==> config.mk <==
export PLATFORM = sky130hd
export DESIGN_NAME = atsd_keygen
export DESIGN_NICKNAME = d
export VERILOG_FILES = /design/src/sv/atsd_pkg.sv /design/src/sv/atsd_keygen.sv
export SDC_FILE = /design/constraint.sdc
export NUM_CORES = 1
export LEC_CHECK = 0
export BUFFER_PORTS_ARGS = -buffer_cell sky130_fd_sc_hd__buf_2
export CAP_MARGIN = 0
export CORE_MARGIN = 2
export CORE_UTILIZATION = 40
export DETAILED_ROUTE_END_ITERATION = 7
export HOLD_SLACK_MARGIN = 0.15
export PLACE_DENSITY = 0.67
export SYNTH_ARGS = -nofsm -noshare
export SYNTH_HDL_FRONTEND = slang
export SYNTH_SLANG_ARGS = --single-unit
==> constraint.sdc <==
create_clock -name clk_i -period 5.72 [get_ports clk_i]
set_input_delay 0.858 -clock clk_i [delete_from_list [all_inputs] [get_ports clk_i]]
set_output_delay 0.858 -clock clk_i [all_outputs]
set_load 0.02 [all_outputs]
==> src/sv/atsd_pkg.sv <==
// ----------------------------------------------------------------------------
// atsd_pkg
// Shared types and constants of the autokey table stream descrambler.
// ----------------------------------------------------------------------------
package atsd_pkg;

  // Key whitening pattern applied to a seed word.
  localparam logic [31:0] KeyWhiten  = 32'h5555_5555;
  // Multiplier of the table generator (39916801).
  localparam logic [31:0] GenMult    = 32'd39916801;
  // Mixing table geometry: one entry per byte value.
  localparam int unsigned TableDepth = 256;
  localparam int unsigned TableAddrW = $clog2(TableDepth);

  // Item kinds.
  typedef enum logic [1:0] {
    KIND_SEED = 2'd0,
    KIND_WORD = 2'd1,
    KIND_BYTE = 2'd2,
    KIND_PEEK = 2'd3
  } atsd_kind_e;

  // One access to the mixing table memory.
  typedef struct packed {
    logic                  we;
    logic [TableAddrW-1:0] addr;
    logic [31:0]           wdata;
  } atsd_mem_req_t;

endpackage

==> src/sv/atsd_keygen.sv <==
// ----------------------------------------------------------------------------
// atsd_keygen
// Table generator: one rotate and multiply step per cycle, each step writing
// one entry of the mixing table.
// ----------------------------------------------------------------------------
module atsd_keygen (
  input  logic                    clk_i,
  input  logic                    rst_ni,
  input  logic                    start_i,
  input  logic [31:0]             seed_i,
  output atsd_pkg::atsd_mem_req_t wr_o,
  output logic                    busy_o,
  output logic                    done_o
);
  import atsd_pkg::*;

  logic [31:0]           gen_q, gen_d;
  logic [TableAddrW-1:0] idx_q;
  logic                  busy_q;
  logic [31:0]           rot;
  logic                  last;

  // Rotate right by one, then multiply modulo 2^32.
  assign rot   = {gen_q[0], gen_q[31:1]};
  assign gen_d = rot * GenMult;
  assign last  = busy_q && (idx_q == TableAddrW'(TableDepth - 1));

  // Sweep through every table entry once per seed.
  always_ff @(posedge clk_i or negedge rst_ni) begin
    if (!rst_ni) begin
      gen_q  <= '0;
      idx_q  <= '0;
      busy_q <= 1'b0;
    end else if (start_i) begin
      gen_q  <= seed_i;
      idx_q  <= '0;
      busy_q <= 1'b1;
    end else if (busy_q) begin
      gen_q  <= gen_d;
      idx_q  <= idx_q + 1'b1;
      busy_q <= !last;
    end
  end

  assign wr_o.we    = busy_q;
  assign wr_o.addr  = idx_q;
  assign wr_o.wdata = gen_d;
  assign busy_o     = busy_q;
  assign done_o     = last;

endmodule

==> metrics.csv <==
metric;value;unit
synth-edff-count;0;
layout.nets;1211;
grt_pass1_wl;32200;µm
routed-via-count;6005;
path_max_fanout;5;
diodes;0;
synthArstFlopShare;100;%
clock_latency;0.30;ns
path_cells;buf_6 -> ha_4 -> ha_4 -> inv_2 -> fa_1 -> inv_1 -> fa_1 -> fa_1 -> fa_1 -> inv_1 -> fa_1 -> inv_2 -> ha_4 -> a21o_1 -> a21o_1 -> a211o_1 -> a32oi_4 -> xnor2_2 -> buf_4;
io_buffer_count;77;
slew_viol_final;0;
cts-hold-fix-buffers;0;
hp-class;reg2reg;
slew_headroom;34.9;%
die_w;137;µm
worstSetupStartpointType;flip-flop;
finish.utilization;59.5;%
grt_remaining_overflow;0;
violations;setup timing;
gp_congestion;0.871;
syn_area_per_cell;9.65;µm²
fmax;160;MHz
syn_area;7060;µm²
seq_area_frac_synth;14.5;%
status;finished, violations left;
grt_usage;22.5;%
setup_viol;12;
skew;0.00740;ns
cts_max_level;2;
ys.warnings.count;0;
cp_common_cell;fa_1;
final_antenna_net_count;0;
grt_pass1_vias;6136;
netlist_instances;732;
rsz0062_at_grt;yes;
synth_ff_type;dfrtp_1;
crit_family;adder cells;
critical_path_class;reg2out;
rows;48;
setup_ws;-0.520;ns
crit_path_max_incr_delay;0.50;ns
synthTopCellsByCount;175 x ha_1, 169 x inv_1, 69 x fa_1;
dp.cells;1108;
wl_per_cell;19.3;µm
synth_area_leaders;ha_1 31%, fa_1 20%, dfrtp_1 15%;
final_cell_count_no_fill;1158;
timing.final.crit_share;109;%
cap_violations;0;
ys_ff_latch;41;
cts_buffer_depth;2;
core_area;17300;µm²
drc;0;
antenna_found_initial;0;
yosys.area.top_type;ha_1;
yosysMostFrequentCell;ha_1;
area_growth;45.6;%
post-synth-top-area-fraction;31.0;%
grt_max_degree;67;
cts_tree;done;
hold_viol_final;0;
drive_gt1_share;42.4;%
worstPathRequired;4.86;ns
fillers;1335;
clk_pin_slew;0.07;ns
post-place-ws;-0.357;ns
via_per_inst;5.19;
worstHoldPathCells;1;
drt-initial-drc-count;333;
ys_types;54;
hpwl;15600;µm
r2r_cells;25;
arrival;5.38;ns
start_util;40.8;%
multi_input_area;6590;µm²
min_period;6.24;ns
endpoint_kind;output port;
clock-sinks;41;
routed_wl;22300;µm
die_area;18700;µm²
crit_slowest_cell;fa_1;
tightest_slew;0.976;ns
clockRootBuffer;clkbuf_16;
synth_nets;1011;
crit_cells;19;
seq_area;1040;µm²
numCtsBuffers;5;
die_h;137;µm
cp_num_buf_inv;6;
io_pins;78;
drtPass1Iterations;4;
==> worst register-to-register path: stages (launching register included) <==
cell,delay (ns)
dfrtp_2,0.48
buf_6,0.16
buf_4,0.15
ha_1,0.30
ha_1,0.30
ha_1,0.29
inv_1,0.06
fa_1,0.54
inv_2,0.04
fa_1,0.53
inv_1,0.05
fa_1,0.50
inv_2,0.05
ha_4,0.28
nand4_1,0.18
buf_4,0.20
nor2_4,0.08
o21ai_1,0.06
buf_4,0.15
nand3b_1,0.10
a21oi_2,0.08
buf_4,0.13
buf_4,0.12
buf_4,0.12
mux2i_1,0.11
a221o_1,0.25
==> kinds of logic (layout without fill, tap and decap cells) <==
kind of cell	after synthesis	after routing	share of synthesized area, %
AO/OA/AOI/OAI	101	101	9.78
XOR/XNOR	44	44	5.46
adder cells (fa/ha/maj)	244	244	50.5
buffers and inverters	191	392	10.6
flip-flops	41	41	14.5
multiplexers	24	24	3.40
AND/OR/NAND/NOR	87	87	5.67
==> metrics by stage <==
stage / cell area (µm²) / hold WS [ns] / setup TNS [ns]
2_1_floorplan: 7250 / 0.483 / -0.0440
5_1_grt: 10300 / 0.582 / -5.57
6_report: 10300 / 0.565 / -3.57
3_5_place_dp: 8520 / 0.555 / -2.88
4_1_cts: 9630 / 0.571 / -3.74
3_3_place_gp: 8520 / 0.543 / -2.52
==> timing repair <==
item | CTS | global route
endpoints found under the setup margin | 16 | 17
resized for setup | 126 | 95
pin swaps | 73 | 90
setup buffers | 25 | 23
==> metal layers <==
metal / vias to the layer above / global-route usage [%] / routed length, µm
li1: 2785 / - / -
met5: - / 0 / 0
met4: 0 / 4.75 / 656
met3: 49 / 3.48 / 1130
met1: 2969 / 30.1 / 9420
met2: 202 / 38.4 / 11100
==> sequential cells by signal (all words and copies together) (netlist names) <==
register / count
busy_o: 1
gen_q: 32
idx_q: 8
==> cell type report <==
cell class,instances,share of cell area (%)
Inverter,169,6.17
Tap cell,225,2.74
Sequential cell,41,10.1
Timing Repair Buffer,215,15.5
Multi-Input combinational cell,500,64.0
Clock inverter,3,0.243
Clock buffer,5,1.22
==> final timing paths <==
kind	endpoint	startpoint	slack, ns
setup / recovery	wr_o[30]	gen_q[6]$_DFFE_PN0P_	-0.52
hold / removal	gen_q[25]$_DFFE_PN0P_	gen_q[25]$_DFFE_PN0P_	0.57
setup reg to reg	gen_q[25]$_DFFE_PN0P_	gen_q[7]$_DFFE_PN0P_	0.31
hold reg to reg	gen_q[25]$_DFFE_PN0P_	gen_q[25]$_DFFE_PN0P_	0.57
max in group asynchronous	gen_q[11]$_DFFE_PN0P_	rst_ni	4.32
min in group asynchronous	gen_q[28]$_DFFE_PN0P_	rst_ni	0.71
==> layout by cell type (no fill, tap or decap), drive strengths merged, types with 2 or more instances in the layout <==
| cell type | n |
|---|---|
| o2bb2ai | 3 |
| o211ai | 3 |
| a21oi | 22 |
| a21boi | 3 |
| mux2i | 24 |
| nand4 | 3 |
| nor2 | 22 |
| clkbuf | 5 |
| nor3b | 2 |
| o21bai | 2 |
| inv | 170 |
| nor2b | 2 |
| a2bb2oi | 2 |
| a221oi | 2 |
| xor2 | 14 |
| and3 | 3 |
| nand3 | 4 |
| o21ai | 32 |
| xnor2 | 30 |
| fa | 69 |
| dfrtp | 41 |
| buf | 215 |
| o21a | 2 |
| ha | 175 |
| nand2b | 4 |
| or3 | 4 |
| a31o | 2 |
| nor3 | 3 |
| and2 | 3 |
| a21o | 10 |
| nand2 | 35 |
| a22o | 4 |
Power is left out: the tool's default activity adds up to more than one toggle a clock period on the data nets, which glitch-free logic cannot reach.
